$ cat src/sv/raster_dump_stream_parser_top_defines.svh
// assertion macros shared by the raster dump stream parser modules
`ifndef RASTER_DUMP_STREAM_PARSER_TOP_DEFINES_SVH
`define RASTER_DUMP_STREAM_PARSER_TOP_DEFINES_SVH

// same-cycle implication, checked on clk, disabled while rst_n is low
`define RDSP_ASSERT_HOLDS(label, ante, cons, msg) \
  label: assert property (@(posedge clk) disable iff (!rst_n) (ante) |-> (cons)) \
    else $error(msg);

// next-cycle implication, checked on clk, disabled while rst_n is low
`define RDSP_ASSERT_NEXT(label, ante, cons, msg) \
  label: assert property (@(posedge clk) disable iff (!rst_n) (ante) |=> (cons)) \
    else $error(msg);

`endif

$ cat src/sv/rdsp_pkg.sv
// shared types and constants of the raster dump stream parser
`default_nettype none

package rdsp_pkg;

  // most records one input item can produce
  localparam int RES_MAX = 4;
  // width of a record count (0 .. RES_MAX)
  localparam int CNT_W = $clog2(RES_MAX + 1);

  // parser phase
  typedef enum logic [2:0] {
    PH_COUNT = 3'd0,
    PH_WIDTH = 3'd1,
    PH_RECT  = 3'd2,
    PH_ROW   = 3'd3,
    PH_PKT   = 3'd4,
    PH_DONE  = 3'd5
  } phase_t;

  // record kinds
  typedef enum logic [3:0] {
    REC_ORIGIN = 4'd0,
    REC_CORNER = 4'd1,
    REC_HEADER = 4'd2,
    REC_RSTART = 4'd3,
    REC_PHEAD  = 4'd4,
    REC_WORD   = 4'd5,
    REC_REND   = 4'd6,
    REC_DONE   = 4'd7,
    REC_EMPTY  = 4'd8
  } rec_kind_t;

  // one result record, without the last marker
  typedef struct packed {
    rec_kind_t          kind;
    logic [15:0]        raster_index;
    logic signed [20:0] value_a;
    logic signed [20:0] value_b;
    logic signed [16:0] value_c;
    logic               repeat_flag;
    logic               error_flag;
  } rec_t;

  // records produced by one accepted item
  typedef struct packed {
    logic                    load;
    logic [CNT_W-1:0]        count;
    rec_t [RES_MAX-1:0]      recs;
  } batch_t;

endpackage

`default_nettype wire

$ cat src/sv/rdsp_parser.sv
// dump stream parser: state registers and per-item record generation
`default_nettype none
`include "raster_dump_stream_parser_top_defines.svh"

module rdsp_parser (
  input  logic                clk,
  input  logic                rst_n,
  input  logic                take,
  input  logic                eos,
  input  logic [7:0]          data_byte,
  output rdsp_pkg::batch_t    batch
);

  rdsp_pkg::phase_t   phase_r, phase_nxt;
  logic               pend_r, pend_nxt;
  logic [7:0]         low_r, low_nxt;
  logic [2:0]         hidx_r, hidx_nxt;
  logic [15:0]        ox_r, ox_nxt;
  logic [15:0]        oy_r, oy_nxt;
  logic [15:0]        cx_r, cx_nxt;
  logic signed [16:0] total_r, total_nxt;
  logic signed [16:0] width_r, width_nxt;
  logic [15:0]        cur_r, cur_nxt;
  logic signed [17:0] row_left_r, row_left_nxt;
  logic [7:0]         pkt_left_r, pkt_left_nxt;
  logic [6:0]         pkt_pos_r, pkt_pos_nxt;

  logic [15:0]        word;
  logic signed [20:0] rsize;
  logic signed [16:0] diff_x;
  logic               do_start;
  logic               do_end;
  logic               end_more;
  logic               do_begin;
  logic               do_finish;
  logic               rep_bit;
  logic [6:0]         cnt7;
  logic [2:0]         n_res;
  rdsp_pkg::rec_t [rdsp_pkg::RES_MAX-1:0] lst;

  // build one record
  function automatic rdsp_pkg::rec_t mk_rec(
    input rdsp_pkg::rec_kind_t kind,
    input logic [15:0]         idx,
    input logic signed [20:0]  a,
    input logic signed [20:0]  b,
    input logic signed [16:0]  c,
    input logic                rep,
    input logic                err
  );
    rdsp_pkg::rec_t r;
    r.kind         = kind;
    r.raster_index = idx;
    r.value_a      = a;
    r.value_b      = b;
    r.value_c      = c;
    r.repeat_flag  = rep;
    r.error_flag   = err;
    return r;
  endfunction

  // (x + 15) / 16 rounded toward zero
  function automatic logic signed [16:0] div16_trunc(input logic signed [20:0] x);
    logic signed [21:0] s;
    logic signed [21:0] q;
    s = {x[20], x} + 22'sd15;
    if (s[21]) begin
      q = (s + 22'sd15) >>> 4;
    end else begin
      q = s >>> 4;
    end
    return q[16:0];
  endfunction

  // next state and record list for the item at the port
  always_comb begin
    phase_nxt    = phase_r;
    pend_nxt     = pend_r;
    low_nxt      = low_r;
    hidx_nxt     = hidx_r;
    ox_nxt       = ox_r;
    oy_nxt       = oy_r;
    cx_nxt       = cx_r;
    total_nxt    = total_r;
    width_nxt    = width_r;
    cur_nxt      = cur_r;
    row_left_nxt = row_left_r;
    pkt_left_nxt = pkt_left_r;
    pkt_pos_nxt  = pkt_pos_r;
    word         = {data_byte, low_r};
    rsize        = '0;
    diff_x       = $signed({1'b0, cx_r}) - $signed({1'b0, ox_r});
    do_start     = 1'b0;
    do_end       = 1'b0;
    end_more     = 1'b0;
    do_begin     = 1'b0;
    do_finish    = 1'b0;
    rep_bit      = data_byte[7];
    cnt7         = data_byte[6:0];
    n_res        = '0;
    lst          = '0;

    if (take && (phase_r != rdsp_pkg::PH_DONE)) begin
      if (eos) begin
        // end of stream: drop half word, close raster or dump
        pend_nxt = 1'b0;
        if ((phase_r == rdsp_pkg::PH_ROW) || (phase_r == rdsp_pkg::PH_PKT)) begin
          do_end = 1'b1;
        end else begin
          do_finish = 1'b1;
        end
      end else if (phase_r == rdsp_pkg::PH_ROW) begin
        // packet head byte
        lst[n_res[1:0]] = mk_rec(rdsp_pkg::REC_PHEAD, cur_r, $signed({14'b0, cnt7}),
                                 '0, '0, rep_bit, 1'b0);
        n_res = n_res + 3'd1;
        row_left_nxt = row_left_r - $signed({11'b0, cnt7});
        pkt_left_nxt = rep_bit ? 8'd1 : {1'b0, cnt7};
        pkt_pos_nxt  = '0;
        pend_nxt     = 1'b0;
        if (pkt_left_nxt != 8'd0) begin
          phase_nxt = rdsp_pkg::PH_PKT;
        end else if (row_left_nxt[17] || (row_left_nxt == 18'sd0)) begin
          do_end   = 1'b1;
          end_more = 1'b1;
        end
      end else if (!pend_r) begin
        // low byte of a word
        low_nxt  = data_byte;
        pend_nxt = 1'b1;
      end else begin
        // high byte completes a word
        pend_nxt = 1'b0;
        unique case (phase_r)
          rdsp_pkg::PH_COUNT: begin
            if (word != 16'd0) begin
              total_nxt = $signed({1'b0, word});
              phase_nxt = rdsp_pkg::PH_WIDTH;
            end else begin
              hidx_nxt  = '0;
              phase_nxt = rdsp_pkg::PH_RECT;
            end
          end
          rdsp_pkg::PH_WIDTH: begin
            if (word[15]) begin
              rsize     = $signed({6'b0, word[14:0]});
              width_nxt = div16_trunc(rsize);
            end else begin
              rsize     = $signed({1'b0, word, 4'b0});
              width_nxt = $signed({1'b0, word});
            end
            do_start = 1'b1;
          end
          rdsp_pkg::PH_RECT: begin
            hidx_nxt = hidx_r + 3'd1;
            unique case (hidx_r[1:0])
              2'd0: ox_nxt = word;
              2'd1: oy_nxt = word;
              2'd2: cx_nxt = word;
              2'd3: ;
            endcase
            if (hidx_nxt == 3'd2) begin
              lst[n_res[1:0]] = mk_rec(rdsp_pkg::REC_ORIGIN, '0, $signed({5'b0, ox_r}),
                                       $signed({5'b0, word}), '0, 1'b0, 1'b0);
              n_res = n_res + 3'd1;
            end else if (hidx_nxt >= 3'd4) begin
              total_nxt = $signed({1'b0, word}) - $signed({1'b0, oy_r});
              rsize     = {{4{diff_x[16]}}, diff_x};
              width_nxt = div16_trunc(rsize);
              lst[n_res[1:0]] = mk_rec(rdsp_pkg::REC_CORNER, '0, $signed({5'b0, cx_r}),
                                       $signed({5'b0, word}), '0, 1'b0, 1'b0);
              n_res = n_res + 3'd1;
              do_start = 1'b1;
            end
          end
          rdsp_pkg::PH_PKT: begin
            lst[n_res[1:0]] = mk_rec(rdsp_pkg::REC_WORD, cur_r, $signed({5'b0, word}),
                                     $signed({14'b0, pkt_pos_r}), '0, 1'b0, 1'b0);
            n_res = n_res + 3'd1;
            pkt_pos_nxt = pkt_pos_r + 7'd1;
            if (pkt_left_r != 8'd0) begin
              pkt_left_nxt = pkt_left_r - 8'd1;
            end
            if (pkt_left_nxt == 8'd0) begin
              if (!row_left_r[17] && (row_left_r != 18'sd0)) begin
                phase_nxt = rdsp_pkg::PH_ROW;
              end else begin
                do_end   = 1'b1;
                end_more = 1'b1;
              end
            end
          end
          default: ;
        endcase
      end

      // header record and what follows it
      if (do_start) begin
        lst[n_res[1:0]] = mk_rec(rdsp_pkg::REC_HEADER, '0, {{4{total_nxt[16]}}, total_nxt},
                                 rsize, width_nxt, 1'b0, 1'b0);
        n_res = n_res + 3'd1;
        if (total_nxt[16] || (total_nxt == 17'sd0)) begin
          do_finish = 1'b1;
        end else if (width_nxt[16] || (width_nxt == 17'sd0)) begin
          lst[n_res[1:0]] = mk_rec(rdsp_pkg::REC_EMPTY, '0,
                                   {{4{total_nxt[16]}}, total_nxt}, '0, '0, 1'b0, 1'b0);
          n_res = n_res + 3'd1;
          do_finish = 1'b1;
        end else begin
          cur_nxt  = 16'd1;
          do_begin = 1'b1;
        end
      end

      // raster end record, then next raster or done
      if (do_end) begin
        lst[n_res[1:0]] = mk_rec(rdsp_pkg::REC_REND, cur_r,
                                 {{3{row_left_nxt[17]}}, row_left_nxt},
                                 {{3{row_left_nxt[17]}}, row_left_nxt}, '0, 1'b0,
                                 row_left_nxt != 18'sd0);
        n_res = n_res + 3'd1;
        if (end_more && ($signed({1'b0, cur_r}) < total_r)) begin
          cur_nxt  = cur_r + 16'd1;
          do_begin = 1'b1;
        end else begin
          do_finish = 1'b1;
        end
      end

      // raster start
      if (do_begin) begin
        row_left_nxt = {width_nxt[16], width_nxt};
        lst[n_res[1:0]] = mk_rec(rdsp_pkg::REC_RSTART, cur_nxt, '0, '0, '0, 1'b0, 1'b0);
        n_res = n_res + 3'd1;
        phase_nxt = rdsp_pkg::PH_ROW;
      end

      // done record
      if (do_finish) begin
        lst[n_res[1:0]] = mk_rec(rdsp_pkg::REC_DONE, '0, '0, '0, '0, 1'b0, 1'b0);
        n_res = n_res + 3'd1;
        phase_nxt = rdsp_pkg::PH_DONE;
      end
    end
  end

  // record list to the output buffer
  always_comb begin
    batch.load  = take;
    batch.count = n_res;
    batch.recs  = lst;
  end

  // control state
  always_ff @(posedge clk) begin
    if (!rst_n) begin
      phase_r    <= rdsp_pkg::PH_COUNT;
      pend_r     <= 1'b0;
      hidx_r     <= '0;
      total_r    <= '0;
      width_r    <= '0;
      cur_r      <= '0;
      row_left_r <= '0;
      pkt_left_r <= '0;
      pkt_pos_r  <= '0;
    end else begin
      phase_r    <= phase_nxt;
      pend_r     <= pend_nxt;
      hidx_r     <= hidx_nxt;
      total_r    <= total_nxt;
      width_r    <= width_nxt;
      cur_r      <= cur_nxt;
      row_left_r <= row_left_nxt;
      pkt_left_r <= pkt_left_nxt;
      pkt_pos_r  <= pkt_pos_nxt;
    end
  end

  // held bytes and rectangle words
  always_ff @(posedge clk) begin
    low_r <= low_nxt;
    ox_r  <= ox_nxt;
    oy_r  <= oy_nxt;
    cx_r  <= cx_nxt;
  end

  // checks
  `RDSP_ASSERT_NEXT(a_done_sticky, phase_r == rdsp_pkg::PH_DONE, phase_r == rdsp_pkg::PH_DONE, "parser left done phase")
  `RDSP_ASSERT_HOLDS(a_pkt_nonempty, phase_r == rdsp_pkg::PH_PKT, pkt_left_r != 8'd0, "packet phase with no words left")
  `RDSP_ASSERT_HOLDS(a_row_no_half_word, phase_r == rdsp_pkg::PH_ROW, !pend_r, "half word held at packet head")

endmodule

`default_nettype wire

$ cat src/sv/rdsp_outbuf.sv
// result buffer: holds the records of one item and hands them out in order
`default_nettype none
`include "raster_dump_stream_parser_top_defines.svh"

module rdsp_outbuf (
  input  logic             clk,
  input  logic             rst_n,
  input  rdsp_pkg::batch_t batch,
  output logic             space,
  output rdsp_pkg::rec_t   head,
  output logic             head_valid,
  output logic             head_last,
  input  logic             head_ready
);

  rdsp_pkg::rec_t [rdsp_pkg::RES_MAX-1:0] rec_r, rec_nxt;
  logic [rdsp_pkg::CNT_W-1:0]             cnt_r, cnt_nxt;
  logic                                   pop;

  // handshake on the head entry
  assign pop        = (cnt_r != '0) && head_ready;
  assign space      = (cnt_r == '0) || ((cnt_r == rdsp_pkg::CNT_W'(1)) && head_ready);
  assign head       = rec_r[0];
  assign head_valid = (cnt_r != '0);
  assign head_last  = (cnt_r == rdsp_pkg::CNT_W'(1));

  // load a new list or shift toward the head
  always_comb begin
    rec_nxt = rec_r;
    cnt_nxt = cnt_r;
    if (batch.load) begin
      rec_nxt = batch.recs;
      cnt_nxt = batch.count;
    end else if (pop) begin
      for (int i = 0; i < rdsp_pkg::RES_MAX - 1; i++) begin
        rec_nxt[i] = rec_r[i+1];
      end
      cnt_nxt = cnt_r - rdsp_pkg::CNT_W'(1);
    end
  end

  // fill count
  always_ff @(posedge clk) begin
    if (!rst_n) begin
      cnt_r <= '0;
    end else begin
      cnt_r <= cnt_nxt;
    end
  end

  // record storage
  always_ff @(posedge clk) begin
    rec_r <= rec_nxt;
  end

  // checks
  `RDSP_ASSERT_HOLDS(a_no_overwrite, batch.load, (cnt_r == '0) || ((cnt_r == rdsp_pkg::CNT_W'(1)) && head_ready), "new records loaded over pending ones")
  `RDSP_ASSERT_NEXT(a_hold_on_stall, (cnt_r > rdsp_pkg::CNT_W'(1)) && !head_ready, cnt_r == $past(cnt_r), "pending records changed while stalled")

endmodule

`default_nettype wire

$ cat src/sv/raster_dump_stream_parser_top.sv
// Run-length raster dump stream parser.
// Input channel (in_*): one dump byte per item in in_tdata; in_tuser high marks
// end of stream instead of a byte. Output channel (out_*): typed records
// (origin, corner, header, raster start, packet head, word, raster end, done,
// empty rasters); out_tlast marks the last record caused by one input item.
// Records of an item accepted at one clock edge are shown on out_* from the
// next cycle. An input item yields zero to four records, handed out one per
// cycle while out_tready is high; the next input is taken in the cycle the last
// of them leaves, so with out_tready high one-record (or no-record) items run
// at one item per cycle and longer items hold the input while their records
// drain. The four-entry record buffer between parser and output port sets this.
// If out_tready stays low, the buffered records hold and in_tready stays low
// until the buffer drains. Reset (rst_n low, synchronous) returns the parser to
// the header count word and empties the buffer. After the done record all
// further input, end of stream too, is taken and dropped until the next reset.
`default_nettype none

module raster_dump_stream_parser_top (
  input  logic        clk,
  input  logic        rst_n,
  input  logic        in_tvalid,
  output logic        in_tready,
  input  logic [7:0]  in_tdata,   // [7:0] data_byte
  input  logic        in_tuser,   // [0] req_type
  output logic        out_tvalid,
  input  logic        out_tready,
  output logic [79:0] out_tdata,  // [15:0] raster_index, [36:16] value_a, [57:37] value_b,
                                  // [74:58] value_c, [75] repeat_flag, [76] error_flag,
                                  // [79:77] zero
  output logic [3:0]  out_tuser,  // [3:0] rec_kind
  output logic        out_tlast   // last
);

  rdsp_pkg::batch_t batch;
  rdsp_pkg::rec_t   head;
  logic             space;
  logic             take;

  assign in_tready = space;
  assign take      = in_tvalid && space;

  // byte parser
  rdsp_parser u_parser (
    .clk       (clk),
    .rst_n     (rst_n),
    .take      (take),
    .eos       (in_tuser),
    .data_byte (in_tdata),
    .batch     (batch)
  );

  // record buffer
  rdsp_outbuf u_outbuf (
    .clk        (clk),
    .rst_n      (rst_n),
    .batch      (batch),
    .space      (space),
    .head       (head),
    .head_valid (out_tvalid),
    .head_last  (out_tlast),
    .head_ready (out_tready)
  );

  // pack the output item
  assign out_tuser = head.kind;
  assign out_tdata = {3'b0, head.error_flag, head.repeat_flag, head.value_c,
                      head.value_b, head.value_a, head.raster_index};

endmodule

`default_nettype wire
$ cat config.mk
export PLATFORM = sky130hd
export DESIGN_NAME = raster_dump_stream_parser_top
export DESIGN_NICKNAME = d
export VERILOG_FILES = /design/src/sv/rdsp_pkg.sv /design/src/sv/rdsp_parser.sv /design/src/sv/rdsp_outbuf.sv /design/src/sv/raster_dump_stream_parser_top.sv
export VERILOG_INCLUDE_DIRS = /design/src /design/src/sv
export SDC_FILE = /design/constraint.sdc
export NUM_CORES = 1
export LEC_CHECK = 0
export BUFFER_PORTS_ARGS = -buffer_cell sky130_fd_sc_hd__buf_2
export CAP_MARGIN = 20
export CORE_UTILIZATION = 35
export CTS_CLUSTER_DIAMETER = 100
export DETAILED_ROUTE_END_ITERATION = 6
export GPL_TIMING_DRIVEN = 0
export PLACE_DENSITY_LB_ADDON = 0.12
export SLEW_MARGIN = 15
export SYNTH_ARGS = -nofsm -noshare
export SYNTH_HDL_FRONTEND = slang
export SYNTH_SLANG_ARGS = --single-unit
$ cat constraint.sdc
create_clock -name clk -period 17.1 [get_ports clk]
set_input_delay 0.855 -clock clk [delete_from_list [all_inputs] [get_ports clk]]
set_output_delay 0.855 -clock clk [all_outputs]
set_load 0.1 [all_outputs]
==> impl_metrics.yaml <==
worst_setup_path:
  cp_top_family: "compound AO/OA/AOI/OAI gates"
  startpoint_type: "flip-flop"
  reg2reg_from: "u_parser.ox_r[0]"
  cp-end-kind: "flip-flop"
  worst_ep_required_time_ns: 17.53
  critPathMaxFanout: 10
  critical_path_class: "reg -> reg"
  cp_common_cell: "ha_1"
  cp_slowest_cell: "a31oi_1"
  cpPeakStageDelay_ns: 0.96
  cp_num_buf_inv: 2
  crit_start: "u_parser.ox_r[0]"
  worstPathArrival_ns: 10.46
global_route:
  grt_max_degree: 99
  grt_antenna_before_repair: 9
  grt_pass1_wl_um: 156000
  grtUsageTotal: 0.300
  grt_overflow: 0
  grt_pass1_vias: 21504
timing:
  rsz0062_at_grt: "no"
  fin_crit_sh: 0.587
  setup-tns-final_ns: 0
  layout_min_cycle_time_ns: 10.03
  maxSlewViolCount: 0
  finalHoldViolations: 0
  skew_ns: 0.0285
  setup_viol: 0
  max_freq_ghz: 0.0997
  worst_slew_pin_slew_ns: 1.19
  maxSlewHeadroom: 0.183
  worst_slack_ns: 7.07
routing:
  drt_iter0_markers: 3207
  wl_per_cell_um: 28.5
  dr_total_vias: 23297
  wirelength_um: 109000
  first_pass_iters: 7
  drc_errors: 0
  vias_per_cell: 6.06
  drtAntennaViolNets: 0
synth:
  synth_area_mm2: 0.0249
  ys_warn_count: 0
  ys_async_sr_fraction: 0
  synth_top_area_share: 0.367
  syn_inst: 2696
  synth.distinct_cells: 106
  synthTopCellsByArea: "edfxtp_1, dfxtp_1, a21oi_1"
  synth_edf_count: 304
  yosys_register_bits: 397
  synth_most_common_cell: "edfxtp_1"
  syn_avg_cell_area_um2: 9.23
  seq_area_frac_synth: 0.442
  synthTopCellsByCount: "edfxtp_1, nand2_1, nor2_1"
  yosysTopAreaCell: "edfxtp_1"
  synthFlopType: "edfxtp_1"
power:
  power_frac_clock: 0.211
  vdd_drop_max_mv: 0.154
  pwr-share-seq: 0.321
  switchingPower_mw: 2.38
  p_total_mw: 5.03
  pwr-share-comb: 0.467
  power.density_mw_per_mm2: 177
  switching_share: 0.473
  power_report.internal_total_mw: 2.65
  p_leak_nw: 10.2
cells_and_area:
  fillers: 7183
  area_growth_pct: 14.2
  final_cell_area_mm2: 0.0284
  fin_nets: 2967
  drive_gt1_frac: 0.124
  multi_input_area_mm2: 0.0122
  fin_util: 0.405
  layout.area.seq_mm2: 0.0110
clocking:
  cts-resized-gates: 0
  insertion_delay_ns: 0.62
  path_clk_slew_ns: 0.06
  cts_tree: "done"
  cts_setup_buffers: 0
  cts.path.max_buffers: 3
  cts.hold.buffers_added: 0
  cts.htree.levels: 2
  numCtsBuffers: 50
  cts_sinks: 397
  root_buffer: "clkbuf_16"
die:
  die-area_mm2: 0.0722
  start_util: 0.355
  rows: 97
  die_h_um: 269
  core-area_mm2: 0.0701
  io_pins: 100
  die_x_um: 269
outcome:
  status: "completed"
hold_path:
  hp-start: "u_parser.width_r[12]"
  hold_path_class: "reg -> reg"
place:
  place_hpwl_um: 84500
  place_ws_ns: 7.04
  place_congestion: 1.04
  postPlaceCellArea_mm2: 0.0267
  io_buffers: 96
flow_run:
  max_cap_violations: 0
worst min-delay path, stage by stage, from the launching register on:
cell	delay, ns
dfxtp_1	0.32
nand2_1	0.06
a21oi_1	0.05
cell families after synthesis:
family	count (synthesis)	synth area share
buf+inv	380	0.0712
mux	26	0.0107
xor+xnor	80	0.0285
flops	397	0.442
compound gates	890	0.244
simple gates	832	0.157
fa+ha+maj	90	0.0460
other cells	1	0.000151
path summary, 6_finish.rpt:
path              slack (ns)  depth (start not counted)                    to
hold reg to reg         0.47                          2  u_parser.width_r[12]
hold / removal          0.47                          2  u_parser.width_r[12]
setup reg to reg        7.07                         28   u_outbuf.rec_r[234]
setup / recovery        7.07                         28   u_outbuf.rec_r[234]
cell type report:
cell class                      count  area share
Multi-Input combinational cell   1921       0.429
Sequential cell                   397       0.387
Buffer                            270      0.0479
Clock buffer                       62      0.0478
Tap cell                          940      0.0414
Timing Repair Buffer              115      0.0230
Inverter                          110      0.0145
Clock inverter                     30     0.00942
Antenna cell                        1   0.0000881
metrics by stage:
| stage | hold WS, ns | std cells |
|---|---|---|
| 2_1_floorplan | 0.437 | 2698 |
| 3_3_place_gp | 0.449 | 3734 |
| 3_5_place_dp | 0.455 | 3749 |
| 4_1_cts | 0.464 | 3841 |
| 5_1_grt | 0.497 | 3845 |
| 6_report | 0.472 | 3846 |
registers in the layout, indices dropped and copies added, names as in the netlist, 7 cells and up:
| signal | cells |
|---|---|
| u_outbuf.rec_r | 171 |
| u_outbuf.head | 77 |
| u_parser.row_left_r | 18 |
| u_parser.total_r | 17 |
| u_parser.width_r | 17 |
| u_parser.cur_r | 16 |
| u_parser.cx_r | 16 |
| u_parser.ox_r | 16 |
| u_parser.oy_r | 16 |
| u_parser.low_r | 8 |
| u_parser.pkt_left_r | 8 |
| u_parser.pkt_pos_r | 7 |
layout by cell type (no fill, tap or decap), types with 15 or more instances in the layout:
| master | count |
|---|---|
| a21oi_1 | 229 |
| a22o_1 | 42 |
| and2_1 | 26 |
| nand2b_1 | 15 |
| a21o_1 | 31 |
| and3_1 | 27 |
| nor4_1 | 20 |
| nor2b_1 | 16 |
| xnor2_1 | 49 |
| clkbuf_16 | 52 |
| o21ai_1 | 20 |
| a222oi_1 | 43 |
| a211oi_1 | 47 |
| nor2_1 | 231 |
| o21ai_0 | 192 |
| nand3_1 | 91 |
| buf_4 | 86 |
| inv_1 | 109 |
| ha_1 | 86 |
| buf_2 | 124 |
| or3_1 | 21 |
| mux2i_1 | 20 |
| a22oi_1 | 41 |
| o211ai_1 | 25 |
| o21a_1 | 19 |
| edfxtp_1 | 304 |
| a31oi_1 | 22 |
| dfxtp_1 | 93 |
| nand2_1 | 265 |
| nand4_1 | 18 |
| nor3_1 | 45 |
| clkbuf_1 | 166 |
| xor2_1 | 29 |
| o22ai_1 | 18 |
routing by layer:
metal	part of all wire	track usage	up-vias	wire [µm]
met4	0.045	0.123	14	4880
met2	0.43	0.452	1215	47400
li1	-	-	10357	-
met1	0.43	0.424	11496	47300
met3	0.090	0.0488	215	9810
met5	0.00080	0	-	88
power by group through the flow:
| stage | Sequential, mW | Clock (mW) | Combinational [mW] |
|---|---|---|---|
| floorplan | 1.61 | 0 | 1.69 |
| global placement | 1.66 | 0 | 2.27 |
| detailed placement | 1.63 | 0 | 2.32 |
| CTS | 1.61 | 1.08 | 2.33 |
| global route | 1.65 | 1.11 | 2.46 |
| finish | 1.62 | 1.06 | 2.35 |
No activity file was read; power rests on OpenSTA's default activity.
